File: src/rtl/sat_pkg.sv
// shared types and constants for the section address translator
`default_nettype none

package sat_pkg;

  localparam int ADDR_W    = 32;
  localparam int SLOT_W    = 4;
  localparam int IDX_SPAN  = 1 << SLOT_W;
  localparam int ALIGN_W   = 5;
  localparam int CFG_IDX_W = 1;

  typedef enum logic [1:0] {
    CMD_LOAD  = 2'd0,
    CMD_CLEAR = 2'd1,
    CMD_V2F   = 2'd2,
    CMD_F2V   = 2'd3
  } cmd_t;

  typedef enum logic [CFG_IDX_W-1:0] {
    REG_SECTION_ALIGN = 1'd0,
    REG_FILE_ALIGN    = 1'd1
  } cfg_reg_t;

  // one command travelling down the row of cells
  typedef struct packed {
    logic              vld;
    cmd_t              cmd;
    logic [SLOT_W-1:0] idx;
    logic [ADDR_W-1:0] rva;
    logic [ADDR_W-1:0] vsize;
    logic [ADDR_W-1:0] ptr;
    logic [ADDR_W-1:0] fsize;
    logic [ADDR_W-1:0] query;
    logic [ADDR_W-1:0] result;
    logic              hit;
    logic [SLOT_W-1:0] slot;
  } tok_t;

endpackage

`default_nettype wire

File: src/rtl/sat_cell.sv
// one section table entry with its load, clear and range match logic
`default_nettype none

module sat_cell
  import sat_pkg::*;
#(
  parameter int CELL_ID = 0
) (
  input  wire  clk,
  input  wire  rst_n,
  input  tok_t tok_i,
  output tok_t tok_o
);

  logic              valid_r;
  logic              valid_nxt;
  logic [ADDR_W-1:0] vb_r;
  logic [ADDR_W-1:0] ve_r;
  logic [ADDR_W-1:0] fb_r;
  logic [ADDR_W-1:0] fe_r;
  tok_t              tok_r;
  tok_t              tok_nxt;

  logic              is_mine;
  logic              is_query;
  logic              to_file;
  logic [ADDR_W-1:0] b;
  logic [ADDR_W-1:0] e;
  logic [ADDR_W-1:0] ob;
  logic              in_range;

  // a load addressed past the table matches no cell
  assign is_mine = tok_i.vld && (tok_i.cmd == CMD_LOAD) && (CELL_ID < IDX_SPAN)
                   && (tok_i.idx == SLOT_W'(CELL_ID));
  assign is_query = tok_i.vld && ((tok_i.cmd == CMD_V2F) || (tok_i.cmd == CMD_F2V));
  assign to_file  = (tok_i.cmd == CMD_V2F);
  assign b        = to_file ? vb_r : fb_r;
  assign e        = to_file ? ve_r : fe_r;
  assign ob       = to_file ? fb_r : vb_r;
  assign in_range = (tok_i.query >= b) && (tok_i.query < e);

  always_comb begin
    valid_nxt = valid_r;
    if (tok_i.vld && (tok_i.cmd == CMD_CLEAR)) begin
      valid_nxt = 1'b0;
    end else if (is_mine) begin
      valid_nxt = 1'b1;
    end
  end

  // lower cells have already had their chance, so first hit wins
  always_comb begin
    tok_nxt = tok_i;
    if (is_query && !tok_i.hit && valid_r && in_range) begin
      tok_nxt.hit    = 1'b1;
      tok_nxt.result = tok_i.query - b + ob;
      tok_nxt.slot   = SLOT_W'(CELL_ID);
    end
  end

  always_ff @(posedge clk) begin
    if (!rst_n) begin
      valid_r   <= 1'b0;
      tok_r.vld <= 1'b0;
    end else begin
      valid_r <= valid_nxt;
      tok_r   <= tok_nxt;
    end
  end

  always_ff @(posedge clk) begin
    if (is_mine) begin
      vb_r <= tok_i.rva;
      ve_r <= tok_i.rva + tok_i.vsize;
      fb_r <= tok_i.ptr;
      fe_r <= tok_i.ptr + tok_i.fsize;
    end
  end

  assign tok_o = tok_r;

endmodule

`default_nettype wire
File: config.mk
export PLATFORM = sky130hd
export DESIGN_NAME = sat_cell
export DESIGN_NICKNAME = d
export VERILOG_FILES = /design/src/rtl/sat_pkg.sv /design/src/rtl/sat_cell.sv
export SDC_FILE = /design/constraint.sdc
export NUM_CORES = 1
export LEC_CHECK = 0
export BUFFER_PORTS_ARGS = -buffer_cell sky130_fd_sc_hd__buf_2
export CAP_MARGIN = 20
export CORE_AREA = 2 2 219 221
export DETAILED_ROUTE_END_ITERATION = 8
export DIE_AREA = 0 0 221 223
export PLACE_DENSITY = 0.58
export SYNTH_ARGS = -nofsm -noshare
export SYNTH_HDL_FRONTEND = slang
export SYNTH_SLANG_ARGS = --single-unit
File: constraint.sdc
create_clock -name clk -period 15.6 [get_ports clk]
set_input_delay 0.78 -clock clk [delete_from_list [all_inputs] [get_ports clk]]
set_output_delay 0.78 -clock clk [all_outputs]
set_load 0.01 [all_outputs]
==> results.yml, run 1 <==
outcome:
  outcome: "finished, final reports clean"
floorplan:
  boundaryPins: 410
  die_w_um: 221
  core_sq_um: 47150
  die_h_um: 223
  die-area_sq_um: 49280
  rows: 80
  start_util: 0.3928
setup_path:
  critPathTopFamily: "buffers and inverters"
  critPathRequiredTime_ns: 15.90
  path_max_fanout: 53
  crit_buf_inv: 4
  crit_path_end_kind: "register"
  slowest_delay_ns: 0.66
  path_class: "in -> reg"
  crit_chain: "buf_2, nor2b_4, buf_4, buf_4, mux2_2, fa_1, inv_1, ha_1, and2_1, a221oi_1, nand4b_1, nand4_1, nor2_1, o31ai_1, o311ai_0, xnor2_1, mux2_2"
  cp_data_arrival_time_ns: 6.01
  critPathSlowestCell: "buf_4"
  cp-start-kind: "input port"
timing:
  slew_headroom: 0.3570
  finalHoldWorstSlack_ns: 0.4178
  period_share: 0.3656
  finalSetupViolCount: 0
  rsz0062_at_grt: "false"
  hold_viol_final: 0
  tns_ns: 0
  clock_skew_ns: 0.01245
  post-route-min-period_ns: 5.703
  tightest_slew_ns: 0.9644
  drv_slew: 0
  fmax_mhz: 175.3
logic_synthesis:
  synthDistinctLibCells: 73
  postSynthAreaPerCell_sq_um: 12.87
  synth_edf_count: 331
  synth.top_cells.by_count: "331 x edfxtp_1, 156 x ha_1, 148 x inv_1, 76 x a21oi_1, 65 x mux2i_1"
  synth_most_common_cell: "edfxtp_1"
  ys_seq_elements: 333
  synth_area_leaders: "edfxtp_1 54%, ha_1 11%, mux2_2 3.7%"
  synth_nets: 1834
  netlist_area_sq_um: 18520
  syn_inst: 1439
  yosys.area.top_type: "edfxtp_1"
  synth_ff_type: "edfxtp_1"
  yosys_warnings: 0
  yosysTopAreaCellShare: 0.5368
  ys_seq_area_frac: 0.5389
  synth_async_sr_flop_share: 0
min_path:
  hold_class: "in -> reg"
power_and_ir_drop:
  ir_drop_mv: 0.07305
  power_density_nw_per_um2: 107.2
  total_power_mw: 2.420
  p_leak_nw: 9.612
final_layout:
  final_layout_size_suffix_gt1_frac: 0.2866
  utilization: 0.4788
  fin_nets: 2266
  fin_cells: 2518
  fill_cells: 4258
  syn_to_final_growth_pct: 21.91
clock_tree:
  cts_hold_buffers: 0
  postCtsSetupBuffers: 0
  root_buffer: "clkbuf_16"
  path_clk_slew_ns: 0.06
  ctsResizeCount: 0
  ctsLongestPathBuffers: 3
  cts_tree: "built"
  cts_max_level: 2
  cts_buffers: 38
  clock_sinks: 333
  clock_latency_ns: 0.56
global_route:
  grt_util_all_layers: 0.2000
  grt_max_degree: 76
  overflow: 0
  first_global_vias: 12930
  antenna_found_initial: 8
  grt_pass1_wl_um: 75250
detailed_routing:
  ant_nets: 0
  drc_errors: 0
  wirelength_um: 50570
  drt_iter0_drc: 842
  routed_via_density: 5.161
  routedWlPerCell_um: 20.08
  num_vias: 13000
  dr.pass1.iters: 5
job:
  cap_violations: 0
place:
  io_buffers: 409
  place_inst: 2446
  hpwl_um: 39770
  place_congestion: 0.9073
[kinds of logic after synthesis]
logic type / Yosys count / synth area share
xor+xnor: 80 / 0.03784
compound gates: 290 / 0.1046
buf+inv: 172 / 0.03541
flops: 333 / 0.5389
mux: 127 / 0.07284
simple gates: 248 / 0.06932
fa+ha+maj: 189 / 0.1411
[path summary, 6_finish.rpt]
path / start / endpoint / slack [ns] / cells past startpoint
setup reg to reg: fb_r[7] / tok_o[36] / 11.41 / 13
setup / recovery: tok_i[202] / tok_o[36] / 9.90 / 17
hold / removal: tok_i[71] / tok_o[71] / 0.42 / 1
hold reg to reg: valid_r / valid_r / 0.53 / 1
[final cells by class]
| type | instances | area [sq um] | area share |
|---|---|---|---|
| Inverter | 148 | 555.5 | 0.02461 |
| Clock inverter | 18 | 186.4 | 0.008258 |
| Tap cell | 615 | 769.5 | 0.03409 |
| Sequential cell | 333 | 9980 | 0.4421 |
| Clock buffer | 49 | 1066 | 0.04722 |
| Timing Repair Buffer | 416 | 2110 | 0.09344 |
| Multi-Input combinational cell | 934 | 7896 | 0.3498 |
| Antenna cell | 5 | 12.51 | 0.0005542 |
[flip-flops by register name (all words and copies together), names as in the netlist]
signal / cells
fb_r: 32
fe_r: 32
tok_o: 204
valid_r: 1
vb_r: 32
ve_r: 32
[through the flow]
step,worst slack [ns],area (sq um)
5_1_grt,9.619,22570
6_report,9.897,22580
3_3_place_gp,9.451,21310
4_1_cts,9.925,22560
2_1_floorplan,1.084,18520
3_5_place_dp,9.340,21310
[layout by cell type (no fill, tap or decap), types with 7 or more instances in the layout]
cell type / synthesis / layout
buf_4: 2 / 7
o21a_1: 13 / 13
inv_1: 148 / 148
xor2_1: 26 / 26
clkinv_2: 0 / 8
a211oi_1: 19 / 19
a31oi_1: 10 / 10
nor3_1: 20 / 20
buf_2: 2 / 408
clkbuf_1: 13 / 7
nand4_1: 23 / 23
nand3_1: 24 / 24
mux2_2: 61 / 61
nor2b_1: 9 / 8
mux2i_1: 65 / 65
o21bai_1: 12 / 12
nand2b_1: 13 / 13
o21ai_0: 59 / 59
and3_1: 9 / 9
nor2_1: 61 / 61
xnor2_1: 54 / 54
clkbuf_16: 0 / 41
and2_1: 15 / 15
edfxtp_1: 331 / 331
nand2_1: 43 / 43
a21o_1: 39 / 39
fa_1: 33 / 33
ha_1: 156 / 156
a21oi_1: 76 / 76
[metal layers]
metal,part of all wire,track usage
met1,0.47,0.2836
met2,0.45,0.3115
met3,0.047,0.02911
met4,0.032,0.07534
met5,0.00073,0
[worst reg2reg max path: stages, from the launching register on]
cell      delay [ns]
edfxtp_1        0.48
mux2_2          0.34
fa_1            0.50
inv_1           0.04
ha_1            0.35
and2_1          0.21
a221oi_1        0.36
nand4b_1        0.21
nand4_1         0.23
nor2_1          0.09
o31ai_1         0.45
o311ai_0        0.26
xnor2_1         0.17
mux2_2          0.26
[power by group]
group / internal, mW / switching, mW
clock network: 0.547 / 0.360
registers: 1.04 / 0.0114
logic: 0.189 / 0.269
total: 1.78 / 0.640
No activity file was read; power rests on OpenSTA's default activity.
==> run 2: changes to the inputs <==
clock period = 5.9 ns   (was 15.6 ns; I/O delays follow)
==> results.yml, run 2 (synthesis gave the netlist of run 1 again) <==
clock_tree:
  clock_sinks: 333
  cts_tree: "built"
  cts_max_level: 2
  cts_buffers: 39
  root_buffer: "clkbuf_16"
  ctsLongestPathBuffers: 3
  postCtsSetupBuffers: 0
  clock_latency_ns: 0.57
  path_clk_slew_ns: 0.06
floorplan:
  die_w_um: 221
  die_h_um: 223
  core_sq_um: 47150
  start_util: 0.3928
  rows: 80
  boundaryPins: 410
  die-area_sq_um: 49280
global_route:
  grt_util_all_layers: 0.2068
  grt_pass1_wl_um: 78540
  grt_max_degree: 130
  first_global_vias: 13850
  overflow: 0
  antenna_found_initial: 5
place:
  place_congestion: 0.9074
  hpwl_um: 39170
  io_buffers: 409
  dp_slack_ns: 1.009
setup_path:
  critPathTopFamily: "simple AND/OR/NAND/NOR gates"
  cp_data_arrival_time_ns: 5.18
  ff2ff_setup_slack_ns: 1.80
  cp_common_cell: "mux2_2"
  cp.depth: 17
  cp-start-kind: "input port"
  crit_chain: "dlygate4sd3_1, buf_2, nor2b_4, buf_4, mux2_2, fa_1, inv_1, ha_1, and2_1, o2111ai_1, nand4b_1, nand4_1, nor2_1, o31ai_1, o311ai_0, xnor2_1, mux2_2"
  slowest_delay_ns: 0.57
  critPathSlowestCell: "nor2b_4"
  crit_path_start: "tok_i[202]"
  crit_buf_inv: 4
  crit_path_end_kind: "register"
  reg2reg_depth: 13
  setup.worst_path.end: "tok_o[36]"
  worstReg2RegStart: "fb_r[5]"
  reg2reg_to: "tok_o[36]"
  path_class: "in -> reg"
  path_max_fanout: 20
  critPathRequiredTime_ns: 6.22
final_layout:
  syn_to_final_growth_pct: 31.25
  largest_register_ffs: 204
  final_layout_size_suffix_gt1_frac: 0.2657
  utilization: 0.5155
  fin_nets: 2434
  multi_input_area_sq_um: 7905
  seqCellArea_sq_um: 9980
  fill_cells: 4080
  final_cell_mix: "408 x buf_2, 331 x edfxtp_1, 164 x dlygate4sd3_1"
  layout_commonest_cell: "buf_2"
detailed_routing:
  routedWlPerCell_um: 19.45
  num_vias: 13750
  routed_via_density: 5.117
  dr.pass1.iters: 4
  drc_errors: 0
  wirelength_um: 52250
  ant_nets: 0
  drt_iter0_drc: 859
job:
  cap_violations: 0
timing:
  setup_ws_ns: 1.042
  slew_headroom: 0.4298
  rsz0062_at_grt: "false"
  hold_viol_final: 0
  drv_slew: 0
  tightest_slew_ns: 0.8553
  post-route-min-period_ns: 4.858
  tns_ns: 0
  finalSetupViolCount: 0
  fmax_mhz: 205.9
  period_share: 0.8233
  clock_skew_ns: 0.01588
power_and_ir_drop:
  ir_drop_mv: 0.1720
  total_power_mw: 6.554
  power_density_nw_per_um2: 269.7
  p_leak_nw: 10.33
min_path:
  hold_class: "in -> reg"
outcome:
  outcome: "finished, final reports clean"
[run 2: cell types whose count changed in the layout (fill, tap and decap cells not counted), sizes merged]
cell         delta
dlygate4sd3   +164
buf             +3
inv             +2
clkinv          +1
clkbuf          -4
bufinv          +1
clkinvlp        +1
[run 2: metal layers]
| layer | part of all wire | vias to the layer above | global-route usage |
|---|---|---|---|
| li1 | - | 6618 | - |
| met1 | 0.47 | 6595 | 0.2920 |
| met2 | 0.45 | 441 | 0.3200 |
| met3 | 0.056 | 91 | 0.03674 |
| met4 | 0.030 | 0 | 0.07447 |
| met5 | 0 | - | 0 |
[run 2: worst min-delay path by stage]
stage,start,cells after the start,endpoint
after floorplan,tok_i[101],0,fb_r[0]
after global placement,tok_i[163],1,tok_o[163]
after detailed placement,tok_i[163],1,tok_o[163]
after CTS,tok_i[33],2,tok_o[33]
after global routing,tok_i[33],2,tok_o[33]
final,tok_i[52],1,tok_o[52]
[run 2: area by class of cell]
type,instances,area share
antenna,5,0.0005148
clock buffer,45,0.04196
clock inverter,23,0.01086
inverter,148,0.02286
multi-input combinational,934,0.3253
sequential,333,0.4106
tap,615,0.03166
timing repair buffer,583,0.1563
[run 2: what timing repair did]
action / in CTS / in global routing
endpoints found under the hold margin: 225 / 0
hold buffers: 164 / 0
resized for setup: 0 / 0
[run 2: where the power goes]
| part | switching (mW) | leakage [nW] | internal (mW) | total (mW) |
|---|---|---|---|---|
| combinational | 0.727 | 6.55 | 0.574 | 1.30 |
| sequential | 0.0315 | 3.16 | 2.76 | 2.79 |
| clock | 0.999 | 0.623 | 1.46 | 2.46 |
[run 2: metrics by stage]
step	cells	cell area (sq um)	hold WS, ns
final	2686	24300	0.02872
after global routing	2685	24300	0.01347
after CTS	2681	24290	0.00002787
after detailed placement	2449	21370	0.4922
after global placement	2449	21370	0.4945
after floorplan	1439	18530	0.3939
==> run 3: changes to the inputs <==
clock period = 4.5 ns   (was 5.9 ns; I/O delays follow)
==> results.yml, run 3 (synthesis gave the netlist of run 1 again) <==
outcome:
  outcome: "finished, final reports clean"
setup_path:
  critPathRequiredTime_ns: 4.80
  crit_path_end_kind: "register"
  cp-start-kind: "input port"
  cp_data_arrival_time_ns: 4.65
  path_max_fanout: 12
  path_class: "in -> reg"
detailed_routing:
  ant_nets: 0
  drt_iter0_drc: 913
  drc_errors: 0
  routedWlPerCell_um: 19.41
  routed_via_density: 5.062
  wirelength_um: 53230
  num_vias: 13880
  dr.pass1.iters: 5
power_and_ir_drop:
  p_int_mw: 6.481
  ir_drop_mv: 0.2580
  p_sw_frac: 0.2593
  p_seq_frac: 0.418
  power_switching_mw: 2.268
  p_comb_frac: 0.205
  p_leak_nw: 10.67
  power_density_nw_per_um2: 348.8
  p_clk_frac: 0.377
final_layout:
  syn_to_final_growth_pct: 35.45
  fin_nets: 2495
  antennaDiodeCount: 0
  final_layout_size_suffix_gt1_frac: 0.2741
  fill_cells: 3990
  layout_commonest_cell: "buf_2"
  finish.instance_area_sq_um: 25080
  final_cell_mix: "408 x buf_2, 331 x edfxtp_1, 204 x dlygate4sd3_1"
  largest_register_ffs: 204
global_route:
  grt_pass1_wl_um: 80070
  antenna_found_initial: 0
  grt_util_all_layers: 0.2110
  first_global_vias: 14100
  grt_max_degree: 107
  overflow: 0
min_path:
  hold_class: "in -> reg"
clock_tree:
  cts_max_level: 2
  clock_latency_ns: 0.55
  ctsLongestPathBuffers: 3
  path_clk_slew_ns: 0.06
  clock_sinks: 333
  root_buffer: "clkbuf_16"
  cts_tree: "built"
  cts_buffers: 38
timing:
  tns_ns: 0
  clock_skew_ns: 0.01984
  post-route-min-period_ns: 4.348
  rsz0062_at_grt: "true"
  drv_slew: 0
  finalSetupViolCount: 0
  slew_headroom: 0.4130
  tightest_slew_ns: 0.8804
  fmax_mhz: 230.0
  hold_viol_final: 0
  period_share: 0.9663
floorplan:
  core_sq_um: 47150
  die_w_um: 221
  rows: 80
  die-area_sq_um: 49280
  boundaryPins: 410
  die_h_um: 223
  start_util: 0.3928
place:
  dpl_cell_area_sq_um: 21550
  hpwl_um: 39650
  io_buffers: 409
  place_congestion: 0.9195
job:
  cap_violations: 0
[run 3: changes by cell type in the layout (fill, tap and decap cells not counted), sizes merged]
cell,delta
buf,+21
clkbuf,+4
bufinv,+2
clkinv,-4
dlygate4sd3,+40
clkinvlp,-1
diode,-5
inv,-1
[run 3: critical path: stages]
cell           delay [ns]
dlygate4sd3_1        0.53
buf_2                0.15
nor2b_4              0.24
buf_12               0.18
buf_4                0.20
mux2_2               0.37
fa_1                 0.50
inv_1                0.04
ha_1                 0.37
a21oi_1              0.23
nand2_1              0.12
o2111ai_1            0.25
a31oi_1              0.15
or3_1                0.32
a31o_2               0.24
a41oi_2              0.18
xnor2_1              0.08
mux2_2               0.25
[run 3: through the flow]
| step | cells | utilization | hold WS, ns | setup slack [ns] | power [mW] |
|---|---|---|---|---|---|
| finish | 2742 | 0.5320 | 0.2262 | 0.1518 | 8.750 |
| global route | 2742 | 0.5320 | 0.2656 | -0.08160 | 9.151 |
| CTS | 2736 | 0.5285 | 0.2340 | 0.06466 | 8.804 |
| detailed placement | 2465 | 0.4572 | 0.4265 | 0.01214 | 5.334 |
| global placement | 2465 | 0.4572 | 0.4246 | 0.05257 | 5.316 |
| floorplan | 1439 | - | 0.3239 | -0.8449 | 4.706 |
[run 3: layer usage]
layer / routed length [um] / vias to the layer above / part of all wire / track usage
met1: 24690 / 6631 / 0.46 / 0.2957
met3: 2822 / 90 / 0.053 / 0.03806
met4: 1501 / 0 / 0.028 / 0.06841
met5: 0 / - / 0 / 0
met2: 24220 / 434 / 0.46 / 0.3320
li1: - / 6724 / - / -
[run 3: worst paths after layout]
path / from / endpoint / slack, ns / depth (start not counted)
worst min-delay path: rst_n / tok_o[75] / 0.23 / 1
worst max-delay path: tok_i[202] / tok_o[35] / 0.15 / 18
worst max register to register: fb_r[6] / tok_o[34] / 0.54 / 14
worst min register to register: valid_r / valid_r / 0.53 / 1
[run 3: cell type report]
class | count | area, sq um | share of cell area
clock buffers | 48 | 1052 | 0.04195
clock inverters | 19 | 269.0 | 0.01072
inverters | 148 | 555.5 | 0.02215
multi-input cells | 934 | 7984 | 0.3183
flip-flops and latches | 333 | 9980 | 0.3979
well taps | 615 | 769.5 | 0.03068
repair buffers | 645 | 4473 | 0.1783
[run 3: timing repair]
item	4_1_cts	5_1_grt
hold buffers	204	0
hold endpoints to repair	270	0
setup endpoints to repair	0	30
gates resized for setup	0	20
buffers inserted	0	5
[run 3: power groups by stage]
stage,clock network (mW),registers [mW],logic (mW)
floorplan,0,3.81,0.898
global placement,0,3.72,1.60
detailed placement,0,3.72,1.61
CTS,3.39,3.66,1.76
global route,3.50,3.67,1.98
finish,3.30,3.66,1.79
